`src/rtl/rmq_pkg.sv`:
```
package rmq_pkg;

    localparam int FRAC_BITS = 14;
    localparam int DW        = 16;
    localparam int ONE       = 1 << FRAC_BITS;

    // radicand is at most ONE plus three full-scale entries
    localparam int RAD_W  = $clog2(ONE + 3 * (1 << (DW - 1)) + 1);
    localparam int RS_W   = RAD_W + 2;
    localparam int TW     = DW + 2;
    localparam int SQ_W   = RAD_W + FRAC_BITS;
    localparam int ROOT_W = (SQ_W + 1) / 2;
    localparam int N_W    = DW + 1;
    localparam int NUM_W  = ((N_W + FRAC_BITS > ROOT_W) ? N_W + FRAC_BITS : ROOT_W) + 1;
    localparam int DEN_W  = ROOT_W + 1;
    localparam int QUO_W  = DW;
    localparam int DIV_LAT = QUO_W + 2;

    localparam logic signed [DW-1:0] QMAX = {1'b0, {(DW-1){1'b1}}};
    localparam logic signed [DW-1:0] QMIN = {1'b1, {(DW-1){1'b0}}};

    typedef enum logic [1:0] {
        SEL_W = 2'd0,
        SEL_X = 2'd1,
        SEL_Y = 2'd2,
        SEL_Z = 2'd3
    } sel_t;

    typedef struct packed {
        sel_t                  sel;
        logic signed [N_W-1:0] n0;
        logic signed [N_W-1:0] n1;
        logic signed [N_W-1:0] n2;
    } side_t;

endpackage

```
`src/rtl/rmq_div.sv`:
```
module rmq_div (
    input  logic                          aclk,
    input  logic                          aresetn,
    input  logic                          ce,
    input  logic                          in_vld,
    input  logic signed [rmq_pkg::N_W-1:0] in_n,
    input  logic [rmq_pkg::ROOT_W-1:0]    in_root,
    output logic                          out_vld,
    output logic signed [rmq_pkg::DW-1:0] out_q
);
    import rmq_pkg::*;

    localparam int EW = ((NUM_W > DEN_W + QUO_W) ? NUM_W : DEN_W + QUO_W) + 1;

    logic [DIV_LAT-1:0] vld_reg;

    // setup stage
    logic [N_W-1:0]   mag;
    logic [NUM_W-1:0] num_next;
    logic [NUM_W-1:0] num_reg;
    logic [DEN_W-1:0] den_reg;
    logic             neg_reg;
    logic             zero_reg;

    // quotient stages
    logic [NUM_W-1:0] rem_reg  [QUO_W];
    logic [QUO_W-1:0] q_reg    [QUO_W];
    logic [DEN_W-1:0] dq_reg   [QUO_W];
    logic             ovf_reg  [QUO_W];
    logic             negq_reg [QUO_W];
    logic             zq_reg   [QUO_W];

    logic signed [DW-1:0] res_next;
    logic signed [DW-1:0] res_reg;

    always_ff @(posedge aclk) begin
        if (!aresetn) begin
            vld_reg <= '0;
        end else if (ce) begin
            vld_reg <= {vld_reg[DIV_LAT-2:0], in_vld};
        end
    end

    // n * ONE / (2r), rounded: ((|n| << F) + r) / (2r)
    assign mag      = in_n[N_W-1] ? N_W'(-in_n) : N_W'(in_n);
    assign num_next = (NUM_W'(mag) << FRAC_BITS) + NUM_W'(in_root);

    always_ff @(posedge aclk) begin
        if (ce) begin
            num_reg  <= num_next;
            den_reg  <= {in_root, 1'b0};
            neg_reg  <= in_n[N_W-1];
            zero_reg <= (mag == '0);
        end
    end

    for (genvar k = 0; k < QUO_W; k++) begin : g_stage
        localparam int B = QUO_W - 1 - k;
        logic [NUM_W-1:0] rem_prev;
        logic [QUO_W-1:0] q_prev;
        logic [DEN_W-1:0] d_prev;
        logic             ovf_prev;
        logic             neg_prev;
        logic             z_prev;
        logic [EW-1:0]    dsh;
        logic [EW-1:0]    rem_ext;
        logic             ge;

        if (k == 0) begin : g_first
            assign rem_prev = num_reg;
            assign q_prev   = '0;
            assign d_prev   = den_reg;
            // quotient does not fit in QUO_W bits
            assign ovf_prev = EW'(num_reg) >= (EW'(den_reg) << QUO_W);
            assign neg_prev = neg_reg;
            assign z_prev   = zero_reg;
        end else begin : g_rest
            assign rem_prev = rem_reg[k-1];
            assign q_prev   = q_reg[k-1];
            assign d_prev   = dq_reg[k-1];
            assign ovf_prev = ovf_reg[k-1];
            assign neg_prev = negq_reg[k-1];
            assign z_prev   = zq_reg[k-1];
        end

        assign dsh     = EW'(d_prev) << B;
        assign rem_ext = EW'(rem_prev);
        assign ge      = rem_ext >= dsh;

        always_ff @(posedge aclk) begin
            if (ce) begin
                rem_reg[k]  <= ge ? NUM_W'(rem_ext - dsh) : rem_prev;
                q_reg[k]    <= ge ? (q_prev | (QUO_W'(1) << B)) : q_prev;
                dq_reg[k]   <= d_prev;
                ovf_reg[k]  <= ovf_prev;
                negq_reg[k] <= neg_prev;
                zq_reg[k]   <= z_prev;
            end
        end
    end

    // sign and saturation
    always_comb begin
        logic [QUO_W-1:0] q;
        q = q_reg[QUO_W-1];
        priority if (zq_reg[QUO_W-1]) begin
            res_next = '0;
        end else if (!negq_reg[QUO_W-1]) begin
            res_next = (ovf_reg[QUO_W-1] || q > QUO_W'(QMAX)) ? QMAX : DW'(q);
        end else begin
            res_next = (ovf_reg[QUO_W-1] || q > (QUO_W'(1) << (DW - 1)))
                       ? QMIN : DW'(~q + QUO_W'(1));
        end
    end

    always_ff @(posedge aclk) begin
        if (ce) begin
            res_reg <= res_next;
        end
    end

    assign out_vld = vld_reg[DIV_LAT-1];
    assign out_q   = res_reg;

endmodule

```
`config.mk`:
```
export PLATFORM = sky130hd
export DESIGN_NAME = rmq_div
export DESIGN_NICKNAME = d
export VERILOG_FILES = /design/src/rtl/rmq_pkg.sv /design/src/rtl/rmq_div.sv
export SDC_FILE = /design/constraint.sdc
export NUM_CORES = 1
export LEC_CHECK = 0
export ABC_AREA = 1
export BUFFER_PORTS_ARGS = -buffer_cell sky130_fd_sc_hd__buf_2
export CAP_MARGIN = 20
export CORE_ASPECT_RATIO = 1.4
export CORE_MARGIN = 10
export CORE_UTILIZATION = 40
export DETAILED_ROUTE_END_ITERATION = 8
export GPL_ROUTABILITY_DRIVEN = 0
export GPL_TIMING_DRIVEN = 0
export PLACE_DENSITY_LB_ADDON = 0.1
export SLEW_MARGIN = 0
export SYNTH_ARGS = -nofsm -noshare
export SYNTH_HDL_FRONTEND = slang
export SYNTH_SLANG_ARGS = --single-unit
```
`constraint.sdc`:
```
create_clock -name aclk -period 3 [get_ports aclk]
set_input_delay 0.45 -clock aclk [delete_from_list [all_inputs] [get_ports aclk]]
set_output_delay 0.45 -clock aclk [all_outputs]
set_load 0.005 [all_outputs]
```
==> results of run 1 <==
[cells in the final DEF (no fill, tap or decap), types with 89 or more instances in the layout]
master                      synthesis  routed
sky130_fd_sc_hd__nand4_1          103     103
sky130_fd_sc_hd__nor2_1           566     566
sky130_fd_sc_hd__nand2_1         1511    1511
sky130_fd_sc_hd__xnor2_1          116     116
sky130_fd_sc_hd__inv_1            753     753
sky130_fd_sc_hd__o21ai_0          245     243
sky130_fd_sc_hd__a21oi_1          309     309
sky130_fd_sc_hd__nand3_1          299     299
sky130_fd_sc_hd__edfxtp_1         824     824
sky130_fd_sc_hd__ha_1             275     275
sky130_fd_sc_hd__clkbuf_16          0      89
[per-layer routing]
layer / global-route usage / part of all wire / vias to the layer above
li1: - / - / 19400
met1: 0.194 / 0.37 / 17900
met2: 0.369 / 0.54 / 809
met3: 0.0197 / 0.030 / 339
met4: 0.122 / 0.065 / 0
met5: 0 / 0 / -
[logic make-up after synthesis]
family	Yosys count
other	1
AOI/OAI and AO/OA	797
DFF	842
buffers and inverters	826
and+or+nand+nor	2709
xor gates and xnor gates	204
adders and majority gates	291
[power by group]
| part | switching, mW | leakage [nW] | internal, mW |
|---|---|---|---|
| clock | 4.76 | 1.42 | 6.32 |
| combinational | 11.9 | 14.1 | 6.57 |
| sequential | 2.05 | 8.10 | 16.2 |
| total | 18.7 | 23.6 | 29.1 |
[final cells by class]
class	instances	area, um^2
Antenna cell	4	10.0
Sequential cell	842	25100
Tap cell	1627	2040
Inverter	769	2900
Clock inverter	56	608
Buffer	57	468
Multi-Input combinational cell	4002	21600
Clock buffer	107	2310
Fill cell	12100	68500
Timing Repair Buffer	78	628
[worst max-delay path by stage]
stage | start | endpoint | cells past startpoint
2_1_floorplan | rem_reg[13][0] | rem_reg[14][10] | 13
3_3_place_gp | ce | vld_reg[12] | 6
3_5_place_dp | ce | q_reg[1][93] | 4
4_1_cts | rem_reg[13][0] | rem_reg[14][25] | 12
5_1_grt | rem_reg[11][4] | rem_reg[12][22] | 10
6_report | rem_reg[13][0] | rem_reg[14][25] | 12
[per-stage QoR]
stage / setup TNS, ns / instance area (um^2) / util
2_1_floorplan: 0 / 50100 / -
3_3_place_gp: -9603.97 / 52400 / 0.422
3_5_place_dp: -17.46 / 52600 / 0.423
4_1_cts: 0 / 55700 / 0.448
5_1_grt: 0 / 55700 / 0.448
6_report: 0 / 55700 / 0.448
[Yosys cell counts (all sizes together) (2+ instances only)]
library cell,number
a211oi,2
a21boi,17
a21o,33
a21oi,337
a31oi,9
and2,4
and3,4
buf,49
clkbuf,8
clkinv,2
dfxtp,18
edfxtp,824
fa,16
ha,275
inv,767
nand2,1530
nand3,309
nand3b,42
nand4,104
nor2,581
nor3,75
nor3b,3
nor4,24
o211ai,4
o21a,9
o21ai,355
o21bai,30
or2,31
xnor2,116
xor2,88
[timing repair]
item,CTS,global route
resized for setup,0,4
setup endpoints to repair,0,13
hold endpoints to repair,22,0
hold buffers,18,0
buffers inserted,0,1
[worst max-delay path, cell delays in order, from the launching register on]
cell and delay (ns):
sky130_fd_sc_hd__edfxtp_1 0.41, sky130_fd_sc_hd__ha_1 0.25, sky130_fd_sc_hd__fa_1 0.46, sky130_fd_sc_hd__o21ai_4 0.33
sky130_fd_sc_hd__nand2_1 0.08, sky130_fd_sc_hd__nand2_1 0.19, sky130_fd_sc_hd__nand2_1 0.10, sky130_fd_sc_hd__nand3_2 0.10
sky130_fd_sc_hd__nand2_2 0.07, sky130_fd_sc_hd__nand2_4 0.13, sky130_fd_sc_hd__inv_2 0.08, sky130_fd_sc_hd__buf_6 0.15
sky130_fd_sc_hd__a21oi_1 0.29
==> run summary, run 1 <==
The flow ran to the end, and the final reports show no timing, DRC or antenna violations. Entering global routing, the biggest net connects 131 pins. In the final design database the tool counted 6166 nets. TritonCTS built the clock tree.

The number of enable-type register cells in the synthesized netlist came out at 824. The number of max-slew violations in the final report was 0; the post-detailed-route via-to-cell ratio was 5.09. Wires add up to 136000 um. The adder-cell share of the synthesized area was 0.0751; the XOR/XNOR share of the synthesized area was 0.0357. The area fraction in compound gates after synthesis works out to 0.0911.

Clock tree synthesis selected as its root buffer the cell sky130_fd_sc_hd__clkbuf_16. Ratio of cells with drive above 1 in the final layout: 0.0717. The run gives 3.48 ns as the data required time of the critical path. The logs give 0.124 mm^2 for the core region area and 3 for the H-tree depth. The mux contribution to synthesized area is 0.

The worst min-delay path category was in2reg. Counting cells, the worst reg-to-reg path comes to 12. For the wire length of the first global-routing pass, the log shows 211000 um.

Summed over all layers, the global routing overflow is 0. The run gives 38400 as the via total after detailed routing. The site row count is 153, and the number of storage elements in the synthesis netlist is 842. By area the synthesized netlist is led by sky130_fd_sc_hd__edfxtp_1, sky130_fd_sc_hd__nand2_1, sky130_fd_sc_hd__ha_1.

The terminus of the critical flop-to-flop path is rem_reg[14][25]. By area, the combinational part of the netlist is dominated by simple AND/OR/NAND/NOR gates. The worst path needs 2.86 ns of the cycle, external delays included. The overall global routing resource usage is 0.191. Sink count of the clock tree: 842. The floorplan step defined a die boundary enclosing 0.140 mm^2. The tools report the destination of the worst hold path as g_stage[0].rem_prev[14]. The simple-gate share of the synthesized area came out at 0.230. Summing every instance area after synthesis gives 0.0501 mm^2.

The fmax came out at 349 MHz. Detailed placement ended at an HPWL of 109000 um. The sequential cell area fraction in the yosys report is 0.501, and the worst slack after detailed placement is -0.168 ns. The count of cells in the finished layout, fillers not included, comes to 7542. For the pin with the worst max-slew slack, the measured transition is 0.770 ns. For the leakage dissipation, the log shows 23.6 nW. The tools report the number of placed cells counting well taps as 7356. The run gives 38300 as the number of global-route vias before repair. Most used flip-flop cell after synthesis: sky130_fd_sc_hd__edfxtp_1. The count of different cell masters after synthesis is 59, and the first-pass detailed-route iteration total is 6. The tools report the number of top-level pins as 54. STA classifies the critical path endpoint as a flop. Setup repair after global routing left no endpoint under its margin. The die is 319 um wide. The tools report the max-cap violation count as 0.

The worst hold path passes through 2 cells. The starting density of the core was 0.403. The fraction of synthesized cell area taken by the top area cell type was 0.494; the final worst clock skew was 0.0311 ns. The tools report the count of final hold-check violations as 0.

The die is 439 um tall. The Yosys warning count is 0. The worst setup path is of the reg2reg kind.

The number of failing setup endpoints in the final timing report is 0, and the flip-flop count of the largest register, all copies and words added is 480. In this run the most critical hold path is launched from in_n[0]. Synthesis produced a netlist with a net count of 5998. Overall power consumption after layout is estimated at 47.9 mW.

The logs give 0.487 for the max-slew headroom at the worst pin and 2415 for the number of DRC violations after detailed-routing iteration 0. The post-route DRC violation count was 0. In this run the remaining antenna-violating nets after routing total 0. After detailed routing, the average wire length per cell comes to 18.0 um. Relative to the synthesized area, the layout overhead comes to 11.2%. In this run the critical register-to-register path is launched from rem_reg[13][0]. The worst setup path is launched from a flop. The number of buffers created by CTS was 88; the fraction of registers with async set or reset after synthesis was 0. For the minimum setup slack among reg-to-reg paths, the log shows 0.14 ns. The average instance in the mapped netlist occupies 8.83 um^2.

For the worst setup slack after layout, the log shows 0.135 ns. The logs give 3 for the buffer depth of the longest clock path and 0.454 mV for the maximum vdd ir drop. The final critical-path share of the clock period works out to 0.955. Hold timing on the final database bottoms out at a slack of 0.0817 ns. The power per unit of standard cell area came out at 859 mW/mm^2.

The signal arrival time at the worst endpoint is 3.35 ns, and the insertion delay to the later sink of the worst-skew pair is 0.72 ns. The run gives 5670 as the number of instances in the synthesized netlist. In this run the worst path has a maximum fanout of 10. Of all cell types, the one taking the most synthesized area is sky130_fd_sc_hd__edfxtp_1. The clock transition at the register clock pins on the worst setup and hold paths after CTS was 0.06 ns; the initial antenna violation count was 2. The number of port buffers works out to 53.
Note: power is estimated with default switching activity, not from simulation.
==> run 2: changes to the inputs <==
- CORE_ASPECT_RATIO: 1.4 -> 1.75
==> run 2 against run 1 <==
Net effect:
- die area increased by 0.25%
- clock skew increased by 0.0049 ns
- register-to-register slack got worse by 0.05 ns
- largest cell class unchanged
- combinational power increased by 3%
- global-route usage increased by 1.4 points
- highest routed layer unchanged
==> run summary, run 2 (same netlist as run 1, synthesis figures left out) <==
The core region area is 0.124 mm^2 (about the same). The worst hold slack came out at 0.0666 ns (-0.0150 ns). Maximum vdd ir drop: 0.542 mV (+19%).

The power per unit of standard cell area is 869 mW/mm^2 (+1.2%), and the final global-route overflow total is 0 (unchanged). The number of DRC violations after detailed-routing iteration 0 is 1945 (-19%). The flow ran to the end, and the final reports show no timing, DRC or antenna violations.

The run gives 0 (unchanged) as the post-route DRC violation count. The run gives 220000 um (+4.3%) as the wire length of the first global-routing pass. The tools report the number of top-level pins as 54 (unchanged).

By startpoint and endpoint, the worst setup path is classified as reg2reg. The final worst clock skew was 0.0360 ns (+0.00490 ns); the layout overhead on the synthesized area was 11.2% (about the same). The transition time of the tightest slew-check pin works out to 0.923 ns (+0.153 ns).

The logs give 0 (unchanged) for the number of failing setup endpoints in the final timing report and 7561 (+0.25%) for the final cell count without fillers. The logs give 0.379 (-0.107) for the max-slew headroom at the worst pin and 132 (+0.76%) for the maximum number of pins on one net before global-route repair. The number of nets in the final layout came out at 6162 (-0.065%). The sink count of the clock tree was 842 (unchanged); the number of buffers created by CTS was 85 (-3.4%). Flip-flop count of the largest register, all copies and words added: 480 (unchanged).

The floorplan die width works out to 288 um (-9.9%). The count of final hold-check violations was 0 (unchanged). The average detailed-routed wire length per instance works out to 19.4 um (+7.6%). The library cell used most frequently in the layout, excluding fill and tap cells, is sky130_fd_sc_hd__nand2_1. The run gives 38700 (+0.85%) as the via total after detailed routing. For the insertion delay to the later sink of the worst-skew pair, the log shows 0.70 ns (-0.02 ns). The worst setup path is captured at a flop. The number of port buffers works out to 53 (unchanged). In the layout the commonest cells are sky130_fd_sc_hd__nand2_1, sky130_fd_sc_hd__edfxtp_1, sky130_fd_sc_hd__inv_1, sky130_fd_sc_hd__nor2_1, sky130_fd_sc_hd__a21oi_1. First-pass detailed-route iteration total: 6 (unchanged). The setup total negative slack came out at 0 ns (unchanged). The data required time of the critical path is 3.45 ns (-0.03 ns). The overall global routing resource usage was 0.206 (+0.0143); the time the final worst path needs with I/O delays and setup was 2.91 ns (+0.0472 ns). The fmax is 343 MHz (-1.6%).

The number of placed cells counting well taps came out at 7372 (+0.22%). The clock transition at the register clock pins on the worst setup and hold paths after CTS is 0.07 ns (about the same), and the site row count is 171 (+12%). The max-cap violation count is 0 (unchanged), and the number of global-route vias before repair is 39500 (+3.1%). For the post-CTS setup buffer count, the log shows 0 (unchanged).

TritonCTS built the clock tree. The ratio of cells with drive above 1 in the final layout was 0.0735 (+0.00174). The H-tree depth was 3 (unchanged). The signal arrival time at the worst endpoint came out at 3.36 ns (about the same). The post-detailed-route via-to-cell ratio is 5.12 (+0.59%). The worst setup path is launched from a flop.

The run gives 147000 um (+7.9%) as the total wirelength of the detailed-routed design. The initial antenna violation count was 3 (+1). The largest fanout on the critical path was 4 (-6); the post-layout total power was 48.4 mW (+1.2%). Worst min-delay path category: in2reg. The final critical-path share of the clock period was 0.971 (+0.0157).

The run gives 0 (unchanged) as the number of routed nets with antenna violations. Clock tree synthesis selected as its root buffer the cell sky130_fd_sc_hd__clkbuf_16. The run gives 3 (unchanged) as the buffer depth of the longest clock path. The number of fill cells in the layout was 12100 (-0.19%); the number of max-slew violations in the final report was 0 (unchanged). The leakage dissipation was 23.6 nW (-0.16%); the starting density of the core was 0.403 (about the same). The detailed placer's ending HPWL was 118000 um (+7.9%). The run gives 0.140 mm^2 (+0.25%) as the full die area. Setup repair after global routing left no endpoint under its margin. Die outline height: 488 um (+11%).
==> run 2: changes by cell type in the layout (fill, tap and decap cells not counted), moves of 2 or more <==
cell and change:
sky130_fd_sc_hd__diode_2 +7, sky130_fd_sc_hd__clkinv_1 -6, sky130_fd_sc_hd__inv_16 -2, sky130_fd_sc_hd__o21ai_2 +2, sky130_fd_sc_hd__clkinv_4 +7, sky130_fd_sc_hd__clkinv_16 -2
sky130_fd_sc_hd__clkbuf_1 -6, sky130_fd_sc_hd__clkinvlp_4 +8
==> run 2: final timing paths <==
kind / startpoint / to / slack [ns] / cells after the start
worst min register to register: q_reg[1][86] / q_reg[1][102] / 0.39 / 0
worst max register to register: rem_reg[10][7] / rem_reg[11][26] / 0.09 / 8
worst max-delay path: rem_reg[10][7] / rem_reg[11][26] / 0.09 / 8
worst min-delay path: in_n[16] / g_stage[0].neg_prev / 0.07 / 1
==> run 2: per-stage QoR <==
stage                      util  area, um^2  setup WS, ns
after floorplan               -       50100         0.723
after global placement    0.422       52400        -11.66
after detailed placement  0.423       52600        0.0454
after CTS                 0.448       55700        0.0625
after global routing      0.448       55700       0.00501
final                     0.448       55700        0.0879
==> run 2: final cells by class <==
type                    count  area [um^2]  share of cell area
clock inverters            59          584              0.0105
clock buffers             101         2300              0.0413
diodes                     11         27.5            0.000494
repair buffers             77          621              0.0111
inverters                 769         2900              0.0520
well taps                1643         2060              0.0369
multi-input cells        4002        21700               0.389
plain buffers              57          468             0.00840
flip-flops and latches    842        25100               0.451
==> run 2: metal layers <==
layer  track usage  routed length [um]  vias to the layer above
met5             0                   0                        -
met3        0.0235                3930                      484
li1              -                   -                    19400
met4         0.171               13000                        0
met2         0.422               84600                      881
met1         0.167               45100                    18000
==> run 2: timing repair <==
| item | 4_1_cts | 5_1_grt |
|---|---|---|
| hold buffers | 18 | 0 |
| hold endpoints to repair | 19 | 0 |
| gates resized for setup | 0 | 8 |
| setup endpoints to repair | 0 | 36 |
==> run 2: where the power goes <==
part | internal (mW) | switching (mW) | leakage (nW)
Combinational | 6.58 | 12.6 | 14.1
Sequential | 16.2 | 2.01 | 8.10
Clock | 6.24 | 4.82 | 1.39
==> run 2: worst max-delay path: stages, from the launching register on <==
cell and delay, ns:
sky130_fd_sc_hd__edfxtp_1 0.42, sky130_fd_sc_hd__ha_1 0.37, sky130_fd_sc_hd__a21oi_1 0.25, sky130_fd_sc_hd__o21ai_1 0.25, sky130_fd_sc_hd__a21boi_0 0.67, sky130_fd_sc_hd__inv_1 0.09
sky130_fd_sc_hd__nand2_1 0.11, sky130_fd_sc_hd__nand4_1 0.11, sky130_fd_sc_hd__a21oi_1 0.41
