--- config.mk ---
export PLATFORM = sky130hd
export DESIGN_NAME = rmq_sqrt
export DESIGN_NICKNAME = d
export VERILOG_FILES = /design/src/rtl/rmq_pkg.sv /design/src/rtl/rmq_sqrt.sv
export SDC_FILE = /design/constraint.sdc
export NUM_CORES = 1
export LEC_CHECK = 0
export BUFFER_PORTS_ARGS = -buffer_cell sky130_fd_sc_hd__buf_2
export CORE_MARGIN = 5
export CORE_UTILIZATION = 55
export CTS_BUF_LIST = sky130_fd_sc_hd__clkbuf_16
export DETAILED_ROUTE_END_ITERATION = 6
export PLACE_DENSITY = 0.84
export RECOVER_POWER = 100
export SYNTH_ARGS = -nofsm -noshare
export SYNTH_HDL_FRONTEND = slang
export SYNTH_SLANG_ARGS = --single-unit
--- constraint.sdc ---
create_clock -name aclk -period 3.5 [get_ports aclk]
set_input_delay 0.175 -clock aclk [delete_from_list [all_inputs] [get_ports aclk]]
set_output_delay 0.175 -clock aclk [all_outputs]
set_load 0.05 [all_outputs]
--- src/rtl/rmq_pkg.sv ---
package rmq_pkg;

    localparam int FRAC_BITS = 14;
    localparam int DW        = 16;
    localparam int ONE       = 1 << FRAC_BITS;

    // radicand is at most ONE plus three full-scale entries
    localparam int RAD_W  = $clog2(ONE + 3 * (1 << (DW - 1)) + 1);
    localparam int RS_W   = RAD_W + 2;
    localparam int TW     = DW + 2;
    localparam int SQ_W   = RAD_W + FRAC_BITS;
    localparam int ROOT_W = (SQ_W + 1) / 2;
    localparam int N_W    = DW + 1;
    localparam int NUM_W  = ((N_W + FRAC_BITS > ROOT_W) ? N_W + FRAC_BITS : ROOT_W) + 1;
    localparam int DEN_W  = ROOT_W + 1;
    localparam int QUO_W  = DW;
    localparam int DIV_LAT = QUO_W + 2;

    localparam logic signed [DW-1:0] QMAX = {1'b0, {(DW-1){1'b1}}};
    localparam logic signed [DW-1:0] QMIN = {1'b1, {(DW-1){1'b0}}};

    typedef enum logic [1:0] {
        SEL_W = 2'd0,
        SEL_X = 2'd1,
        SEL_Y = 2'd2,
        SEL_Z = 2'd3
    } sel_t;

    typedef struct packed {
        sel_t                  sel;
        logic signed [N_W-1:0] n0;
        logic signed [N_W-1:0] n1;
        logic signed [N_W-1:0] n2;
    } side_t;

endpackage

--- src/rtl/rmq_sqrt.sv ---
module rmq_sqrt (
    input  logic                       aclk,
    input  logic                       aresetn,
    input  logic                       ce,
    input  logic                       in_vld,
    input  logic [rmq_pkg::RAD_W-1:0]  in_rad,
    input  rmq_pkg::side_t             in_side,
    output logic                       out_vld,
    output logic [rmq_pkg::ROOT_W-1:0] out_root,
    output rmq_pkg::side_t             out_side
);
    import rmq_pkg::*;

    localparam int CW = 2 * ROOT_W + 1;

    logic [ROOT_W-1:0] vld_reg;
    logic [SQ_W-1:0]   rem_reg  [ROOT_W];
    logic [ROOT_W-1:0] root_reg [ROOT_W];
    side_t             side_reg [ROOT_W];

    always_ff @(posedge aclk) begin
        if (!aresetn) begin
            vld_reg <= '0;
        end else if (ce) begin
            vld_reg <= {vld_reg[ROOT_W-2:0], in_vld};
        end
    end

    // one root bit per stage, MSB first
    for (genvar k = 0; k < ROOT_W; k++) begin : g_stage
        localparam int B = ROOT_W - 1 - k;
        logic [SQ_W-1:0]   rem_prev;
        logic [ROOT_W-1:0] root_prev;
        side_t             side_prev;
        logic [CW-1:0]     cand;
        logic [CW-1:0]     rem_ext;
        logic              ge;
        logic [SQ_W-1:0]   rem_next;
        logic [ROOT_W-1:0] root_next;

        if (k == 0) begin : g_first
            assign rem_prev  = SQ_W'(in_rad) << FRAC_BITS;
            assign root_prev = '0;
            assign side_prev = in_side;
        end else begin : g_rest
            assign rem_prev  = rem_reg[k-1];
            assign root_prev = root_reg[k-1];
            assign side_prev = side_reg[k-1];
        end

        assign cand      = (CW'(root_prev) << (B + 1)) + (CW'(1) << (2 * B));
        assign rem_ext   = CW'(rem_prev);
        assign ge        = rem_ext >= cand;
        assign rem_next  = ge ? SQ_W'(rem_ext - cand) : rem_prev;
        assign root_next = ge ? (root_prev | (ROOT_W'(1) << B)) : root_prev;

        always_ff @(posedge aclk) begin
            if (ce) begin
                rem_reg[k]  <= rem_next;
                root_reg[k] <= root_next;
                side_reg[k] <= side_prev;
            end
        end
    end

    assign out_vld  = vld_reg[ROOT_W-1];
    assign out_root = root_reg[ROOT_W-1];
    assign out_side = side_reg[ROOT_W-1];

endmodule

==> results.cfg, run 1 <==
[synthesis]
yosysUniqueCellTypes = 74
synth-edff-count = 1275
syn_area_per_cell_um2 = 17.7
yosysWarnings = 0
ys_async_sr_fraction_pct = 0
synthFlopType = edfxtp_1
synth_area_mm2 = 0.0482
ys_seq_elements = 1291
synth_seq_area_share_pct = 80.2
synthCells = 2716
synth_nets = 2932

[timing]
tightestPinTransition_ns = 2.34
final_max_slew_viol_count = 637
setup_tns_ns = 0
rsz0062_at_grt = false
worst_clock_skew_ns = 0.0333
slew_headroom_pct = -56.0
layout_min_cycle_time_ns = 3.26
setup_violations = 0
fmax_mhz = 307
fin_crit_sh_pct = 93.1
hold_violations = 0

[die]
die_h_um = 306
die_area_mm2 = 0.0936
io_pins = 144
die_x_um = 306
initial_core_util_pct = 55.4
coreArea_mm2 = 0.0869
num_rows = 108

[final_layout]
ff_latch_area_mm2 = 0.0386
multi_input_area_mm2 = 0.00873
drive_above_1_share_pct = 9.93
stdcell_area_mm2 = 0.0549
diodes = 0
post-route-util_pct = 63.2
layout.nets = 3277
syn_to_final_growth_pct = 14.1
largest_reg_flops = 848
fillCellCount = 5880

[routing]
vias = 22700
first_pass_iters = 7
avgRoutedWirePerCell_um = 16.1
totalWireLength_um = 69300
ant_nets = 0
drt_iter0_markers = 1641
viasPerCell = 5.25
drc = 0

[clock_network]
cts.sinks = 1291
cts_buffers = 120
cts_tree = built
postCtsSetupRepairBufs = 0
cts-root-buf = clkbuf_16
cts_resized = 0
cts_buffer_depth = 3
clk_pin_slew_worst_paths_ns = 0.06
htreeDepth = 3
hold_buffers = 74
clk_latency_ns = 0.70

[outcome]
violations = capacitance limit, slew limit
status = complete, but fails checks

[setup_path]
ff2ff_setup_slack_ns = 0.24
path_class = flop to flop
worst_r2r_endpoint = rem_reg[1][28]$_DFFE_PP_
start_kind = flop
endpoint = rem_reg[1][28]$_DFFE_PP_
worst-path-max-fanout = 21
rr_worst_depth = 7
crit_arrival_ns = 3.68
worstSetupEndpointType = flop
cp.required_ns = 3.93
reg2reg_from = rem_reg[0][243]$_DFFE_PP_
startpoint = rem_reg[0][243]$_DFFE_PP_

[power_and_ir_drop]
cellLeakagePower_nw = 19.8
p_sw_share_pct = 23.0
p_seq_share_pct = 54.6
power.internal_w = 0.0274
p_per_area_mw_per_mm2 = 647
switching_power_w = 0.00816
finalPower_w = 0.0355
p_clk_share_pct = 35.4
pwr-share-comb_pct = 10.0
worst_ir_drop_vdd_uv = 509

[hold_path]
min_path_cells = 2
min_path_type = primary input to flop

[global_route]
grt_pass1_wl_um = 115000
first_global_vias = 23300
grt_overflow = 0
grt_start_max_net_pins = 159
antenna_found_initial = 0
grt_usage_pct = 14.9

[placed_design]
place_hpwl_um = 41600
gp_congestion = 0.878
placed_area_mm2 = 0.0506
io_buffers = 143

[run]
drv_cap = 9
[layout by cell type (no fill, tap or decap), types with 10 or more instances in the layout]
cell type | synthesis | routed
o31ai_1 | 11 | 11
xnor2_1 | 88 | 88
dlygate4sd3_1 | 0 | 74
clkbuf_1 | 20 | 97
clkinv_2 | 0 | 24
mux2i_1 | 25 | 25
a211oi_1 | 14 | 14
nor4_1 | 40 | 41
clkbuf_2 | 0 | 11
nand4b_1 | 10 | 10
clkbuf_16 | 0 | 120
nor3_1 | 48 | 48
o211ai_1 | 15 | 15
inv_1 | 170 | 190
clkinv_1 | 0 | 25
and2_1 | 10 | 10
a21o_1 | 27 | 27
o21ai_0 | 60 | 62
xor2_1 | 71 | 71
nand3_1 | 36 | 36
nor2_1 | 135 | 135
dfxtp_1 | 16 | 16
bufinv_16 | 0 | 12
nand2b_1 | 26 | 26
mux2_2 | 33 | 31
edfxtp_1 | 1275 | 1275
nor2b_1 | 24 | 24
nand2_1 | 92 | 92
buf_2 | 8 | 59
o21a_1 | 20 | 20
ha_1 | 135 | 135
nand4_1 | 19 | 19
a21oi_1 | 126 | 126
or2_2 | 14 | 14
or3_1 | 17 | 17
[cells by family (layout without fill, tap and decap cells)]
kind of cell               count (synthesis)  in the layout  share of synthesized area [%]
adders and majority gates                142            142                           3.80
xor gates and xnor gates                 159            159                           2.89
and+or+nand+nor                          506            506                           5.45
other                                      1              1                        0.00779
DFF                                     1291           1291                           80.2
AOI/OAI and AO/OA                        356            356                           4.74
muxes                                     59             59                           1.32
buffers and inverters                    202            648                           1.62
[power by group through the flow]
stage | Sequential (W) | Combinational, W | Clock [W]
floorplan | 0.0196 | 0.00245 | 0
global placement | 0.0196 | 0.00333 | 0
detailed placement | 0.0197 | 0.00349 | 0
CTS | 0.0194 | 0.00359 | 0.0129
global route | 0.0195 | 0.00396 | 0.0137
finish | 0.0194 | 0.00356 | 0.0126
[layout make-up]
cell class	count	share of cell area (%)
Inverter	170	1.16
Timing Repair Buffer	255	2.93
Multi-Input combinational cell	1223	15.9
Tap cell	1155	2.63
Sequential cell	1291	70.3
Clock inverter	103	1.62
Clock buffer	120	5.47
[stage by stage]
step / worst slack (ns) / hold WS [ns] / cells
after floorplan: 0.842 / 0.274 / 2716
after CTS: 0.422 / 0.124 / 4317
after global routing: 0.115 / 0.152 / 4317
after detailed placement: 0.467 / 0.353 / 4020
final: 0.242 / 0.173 / 4317
after global placement: 0.586 / 0.351 / 4020
[worst min-delay path by stage]
stage,start,endpoint
after CTS,in_side[45],side_reg[0][45]$_DFFE_PP_
after floorplan,in_rad[0],rem_reg[0][14]$_DFFE_PP_
after global routing,in_side[43],side_reg[0][43]$_DFFE_PP_
after detailed placement,in_rad[3],rem_reg[0][17]$_DFFE_PP_
after global placement,in_rad[7],rem_reg[0][21]$_DFFE_PP_
final,in_rad[7],rem_reg[0][21]$_DFFE_PP_
[metal layers]
metal / vias to the layer above / global-route usage, % / wire (um)
li1: 11100 / - / -
met3: 169 / 2.89 / 3060
met4: 0 / 5.68 / 2150
met1: 10900 / 17.2 / 26600
met2: 516 / 27.5 / 37500
met5: - / 0 / 0
[Yosys cell counts (all sizes together) (20+ instances only)]
cell type / instances / share of area, %
mux2i: 25 / 0.52
nor2: 135 / 1.1
inv: 170 / 1.3
ha: 135 / 3.5
clkbuf: 20 / 0.16
o21ai: 62 / 0.64
a21o: 27 / 0.42
nor2b: 24 / 0.31
nor3: 48 / 0.50
nand2b: 26 / 0.34
nand3: 36 / 0.37
mux2: 34 / 0.80
o21a: 20 / 0.31
a21oi: 126 / 1.3
nor4: 42 / 0.61
nand2: 92 / 0.72
xor2: 71 / 1.3
xnor2: 88 / 1.6
edfxtp: 1275 / 80
[critical path, cell delays in order (launching register included)]
cell and delay (ns):
edfxtp_1 0.43, or4_1 0.56, or3_1 0.38, nor4_1 0.75, nand3_1 0.16, clkbuf_2 0.35, or3b_2 0.31, xnor2_1 0.07
Note: power is estimated with default switching activity, not from simulation.
==> run 2, diff against run 1 <==
- CTS_BUF_LIST: sky130_fd_sc_hd__clkbuf_16 -> unset
==> results.cfg, run 2 (synthesis results as in run 1) <==
[die]
coreArea_mm2 = 0.0869
io_pins = 144
num_rows = 108
initial_core_util_pct = 55.4
die_area_mm2 = 0.0936
die_x_um = 306
die_h_um = 306

[clock_network]
clk_pin_slew_worst_paths_ns = 0.07
clk_latency_ns = 0.70
htreeDepth = 3
cts_tree = built
cts.sinks = 1291
cts_resized = 0
cts-root-buf = clkbuf_16
cts_buffers = 120
postCtsSetupRepairBufs = 0
cts_buffer_depth = 3

[timing]
setup_tns_ns = 0
layout_min_cycle_time_ns = 3.26
final_max_slew_viol_count = 666
fmax_mhz = 307
fin_crit_sh_pct = 93.1
setup_violations = 0
rsz0062_at_grt = false
hold_violations = 0
worst_clock_skew_ns = 0.0326
tightestPinTransition_ns = 2.33
slew_headroom_pct = -55.6

[final_layout]
stdcell_area_mm2 = 0.0550
syn_to_final_growth_pct = 14.1
layout_commonest_cell = edfxtp_1
diodes = 0
layout.nets = 3277
largest_reg_flops = 848
mostFrequentLayoutCells = edfxtp_1, inv_1, nor2_1, ha_1, a21oi_1
drive_above_1_share_pct = 10.0

[setup_path]
cp.required_ns = 3.93
worst-path-max-fanout = 21
cp_cell_sequence = or4_1 > or3_1 > nor4_1 > nand3_1 > clkbuf_2 > or3b_2 > xnor2_1
path_buf_inv = 1
rr_worst_depth = 7
crit_cells = 7
critPathTopFamily = simple AND/OR/NAND/NOR gates
path_class = flop to flop
max_stage_delay_ns = 0.75
cp_slowest_cell = nor4_1
worstSetupEndpointType = flop
start_kind = flop
crit_arrival_ns = 3.68

[routing]
totalWireLength_um = 69800
first_pass_iters = 6
drt_iter0_markers = 1676
ant_nets = 0
avgRoutedWirePerCell_um = 16.2
viasPerCell = 5.26
drc = 0
vias = 22700

[global_route]
grt_start_max_net_pins = 159
grt_usage_pct = 14.9
first_global_vias = 23300
antenna_found_initial = 0
grt_overflow = 0
grt_pass1_wl_um = 115000

[hold_path]
min_path_type = primary input to flop
min_path_cells = 2

[power_and_ir_drop]
p_per_area_mw_per_mm2 = 649
cellLeakagePower_nw = 19.8
worst_ir_drop_vdd_uv = 510

[placed_design]
gp_congestion = 0.878
io_buffers = 143
placed_area_mm2 = 0.0506
place_hpwl_um = 41600

[outcome]
status = complete, but fails checks
violations = capacitance limit, slew limit

[run]
drv_cap = 10
==> run 2: cell count changes in the layout (fill, tap and decap cells not counted) <==
cell      before  now
inv_1        190  170
buf_2         59   58
clkbuf_8       0    4
clkbuf_1      97  118
clkinv_1      25   21
==> run 2: through the flow <==
stage          setup slack (ns)  total power (W)  hold WS, ns  std cells  utilization (%)
2_1_floorplan             0.842           0.0220        0.274       2716                -
3_3_place_gp              0.586           0.0229        0.351       4020             58.2
3_5_place_dp              0.467           0.0232        0.353       4020             58.2
4_1_cts                   0.422           0.0361        0.123       4317             63.6
5_1_grt                   0.115           0.0373        0.145       4317             63.3
6_report                  0.241           0.0357        0.171       4317             63.3
==> run 2: timing repair <==
item / CTS / global route
hold buffers: 74 / 0
endpoints found under the setup margin: 0 / 0
hold endpoints to repair: 156 / 0
==> run 2: worst paths after layout <==
path	from	to	slack [ns]
min reg2reg	side_reg[7][22]$_DFFE_PP_	side_reg[8][22]$_DFFE_PP_	0.40
max	rem_reg[0][243]$_DFFE_PP_	rem_reg[1][28]$_DFFE_PP_	0.24
min	in_rad[7]	rem_reg[0][21]$_DFFE_PP_	0.17
max reg2reg	rem_reg[0][243]$_DFFE_PP_	rem_reg[1][28]$_DFFE_PP_	0.24
==> run 2: layout make-up <==
cell class | instances | area (um2)
Multi-Input combinational cell | 1223 | 8730
Timing Repair Buffer | 255 | 1610
Tap cell | 1155 | 1450
Sequential cell | 1291 | 38600
Inverter | 170 | 638
Clock inverter | 79 | 801
Clock buffer | 144 | 3130
Fill cell | 5880 | 31900
==> run 2: worst register-to-register path, cell delays in order (launching register included) <==
cell and delay, ns:
edfxtp_1 0.43, or4_1 0.56, or3_1 0.38, nor4_1 0.75, nand3_1 0.17, clkbuf_2 0.35
or3b_2 0.30, xnor2_1 0.07
==> run 2: report_power, final <==
group	switching (W)	internal, W	leakage, nW
registers	0.000676	0.0187	12.4
logic	0.00206	0.00151	5.43
clock network	0.00545	0.00729	1.91
total	0.00818	0.0275	19.8
==> run 2: per-layer routing <==
layer	vias to the layer above	routed length [um]	global-route usage [%]
met5	-	0	0
met4	0	2120	5.56
met3	173	3190	2.99
met2	515	37900	27.7
met1	10900	26500	17.2
li1	11100	-	-
==> run 3, diff against run 2 <==
- CORE_ASPECT_RATIO: unset -> 2
- CTS_BUF_LIST: unset -> sky130_fd_sc_hd__clkbuf_16
==> results.cfg, run 3 (synthesis results as in run 1) <==
[placed_design]
place_hpwl_um = 45100
dp_cells = 4040
gp_congestion = 0.947
io_buffers = 143

[power_and_ir_drop]
worst_ir_drop_vdd_uv = 464
p_clk_share_pct = 33.3
power.internal_w = 0.0266
finalPower_w = 0.0346
p_seq_share_pct = 56.0
p_sw_share_pct = 23.2
p_per_area_mw_per_mm2 = 635
cellLeakagePower_nw = 19.6
switching_power_w = 0.00803
pwr-share-comb_pct = 10.7

[final_layout]
fin_cells = 4309
post-route-util_pct = 62.7
drive_above_1_share_pct = 9.53
mostFrequentLayoutCells = edfxtp_1, inv_1, nor2_1, ha_1, a21oi_1
layout_commonest_cell = edfxtp_1
largest_reg_flops = 848
layout.nets = 3274
diodes = 0
syn_to_final_growth_pct = 13.1

[clock_network]
clk_pin_slew_worst_paths_ns = 0.07
cts.sinks = 1291
cts_resized = 0
cts_buffers = 105
htreeDepth = 3
clk_latency_ns = 0.69
cts-root-buf = clkbuf_16
cts_tree = built
cts_buffer_depth = 3

[die]
num_rows = 153
die_area_mm2 = 0.0939
coreArea_mm2 = 0.0869
die_h_um = 428
io_pins = 144
initial_core_util_pct = 55.4
die_x_um = 219

[setup_path]
start_kind = flop
worst-path-max-fanout = 15
worstSetupEndpointType = flop
path_class = flop to flop
crit_arrival_ns = 3.64
reg2reg_from = rem_reg[0][174]$_DFFE_PP_
startpoint = rem_reg[0][174]$_DFFE_PP_
cp.required_ns = 3.91

[routing]
totalWireLength_um = 69700
vias = 22700
first_pass_iters = 5
drc = 0
avgRoutedWirePerCell_um = 16.2
viasPerCell = 5.27
ant_nets = 0
drt_iter0_markers = 1300

[hold_path]
hold_path_startpoint = in_rad[14]
min_path_type = primary input to flop

[timing]
hold_violations = 0
fin_crit_sh_pct = 92.3
worst_clock_skew_ns = 0.0264
setup_violations = 0
slew_headroom_pct = -32.9
layout_min_cycle_time_ns = 3.23
fmax_mhz = 309
tightestPinTransition_ns = 1.99
rsz0062_at_grt = false
setup_tns_ns = 0
final_max_slew_viol_count = 265

[global_route]
gr-max-usage-layer = met2
use_met3_pct = 2.90
met1_usage_pct = 14.4
grt_overflow = 0
antenna_found_initial = 0
met2_usage_pct = 28.8
grt_usage_pct = 15.1
grt_start_max_net_pins = 135
grt_pass1_wl_um = 114000
first_global_vias = 24300

[outcome]
status = complete, but fails checks
violations = capacitance limit, slew limit

[run]
drv_cap = 4
## run 3: changes by cell type in the layout (fill, tap and decap cells not counted), moves of 3 or more
cell	delta
inv_1	+24
clkbuf_1	-19
clkbuf_16	-13
buf_2	+10
clkinv_2	-9
clkbuf_8	-4
clkbuf_4	+3
clkinv_1	-3
## run 3: worst paths after layout
kind	cells past startpoint	end	slack [ns]
hold / removal	2	rem_reg[0][28]$_DFFE_PP_	0.20
setup reg to reg	9	rem_reg[0][212]$_DFFE_PP_	0.27
setup / recovery	9	rem_reg[0][212]$_DFFE_PP_	0.27
hold reg to reg	0	side_reg[13][4]$_DFFE_PP_	0.41
## run 3: area by class of cell
| class | count | area (um2) |
|---|---|---|
| well taps | 1162 | 1450 |
| repair buffers | 267 | 1640 |
| clock inverters | 89 | 752 |
| fillers | 6206 | 32400 |
| flip-flops and latches | 1291 | 38600 |
| inverters | 170 | 638 |
| clock buffers | 107 | 2680 |
| multi-input cells | 1223 | 8710 |
## run 3: layer usage
metal	wire length, um	vias up
li1	-	11100
met1	22900	10900
met2	39800	520
met3	2750	249
met4	4210	0
met5	0	-
## run 3: worst max-delay path, stage by stage (launching register included)
cell,delay [ns]
edfxtp_1,0.44
inv_1,0.14
ha_1,0.15
or4b_1,0.46
o31a_1,0.31
o211ai_1,0.11
clkbuf_1,0.62
inv_1,0.24
o31ai_1,0.36
o21ai_0,0.14
## run 3: power by group through the flow
stage | logic [W] | registers [W] | clock network, W
after CTS | 0.00376 | 0.0194 | 0.0119
after detailed placement | 0.00368 | 0.0197 | 0
final | 0.00370 | 0.0194 | 0.0115
after global placement | 0.00354 | 0.0196 | 0
after floorplan | 0.00245 | 0.0196 | 0
after global routing | 0.00408 | 0.0195 | 0.0126
## run 3: timing repair
| item | CTS | global route |
|---|---|---|
| hold buffers | 73 | 0 |
| buffers inserted | 0 | 0 |
| hold endpoints to repair | 86 | 0 |
## run 3: metrics by stage
| stage | hold slack, ns | cell area (um2) | worst slack (ns) |
|---|---|---|---|
| after floorplan | 0.274 | 48200 | 0.842 |
| after global placement | 0.351 | 50700 | 0.449 |
| after detailed placement | 0.353 | 50700 | 0.328 |
| after CTS | 0.0213 | 54900 | 0.339 |
| after global routing | 0.146 | 54500 | 0.107 |
| final | 0.197 | 54500 | 0.269 |
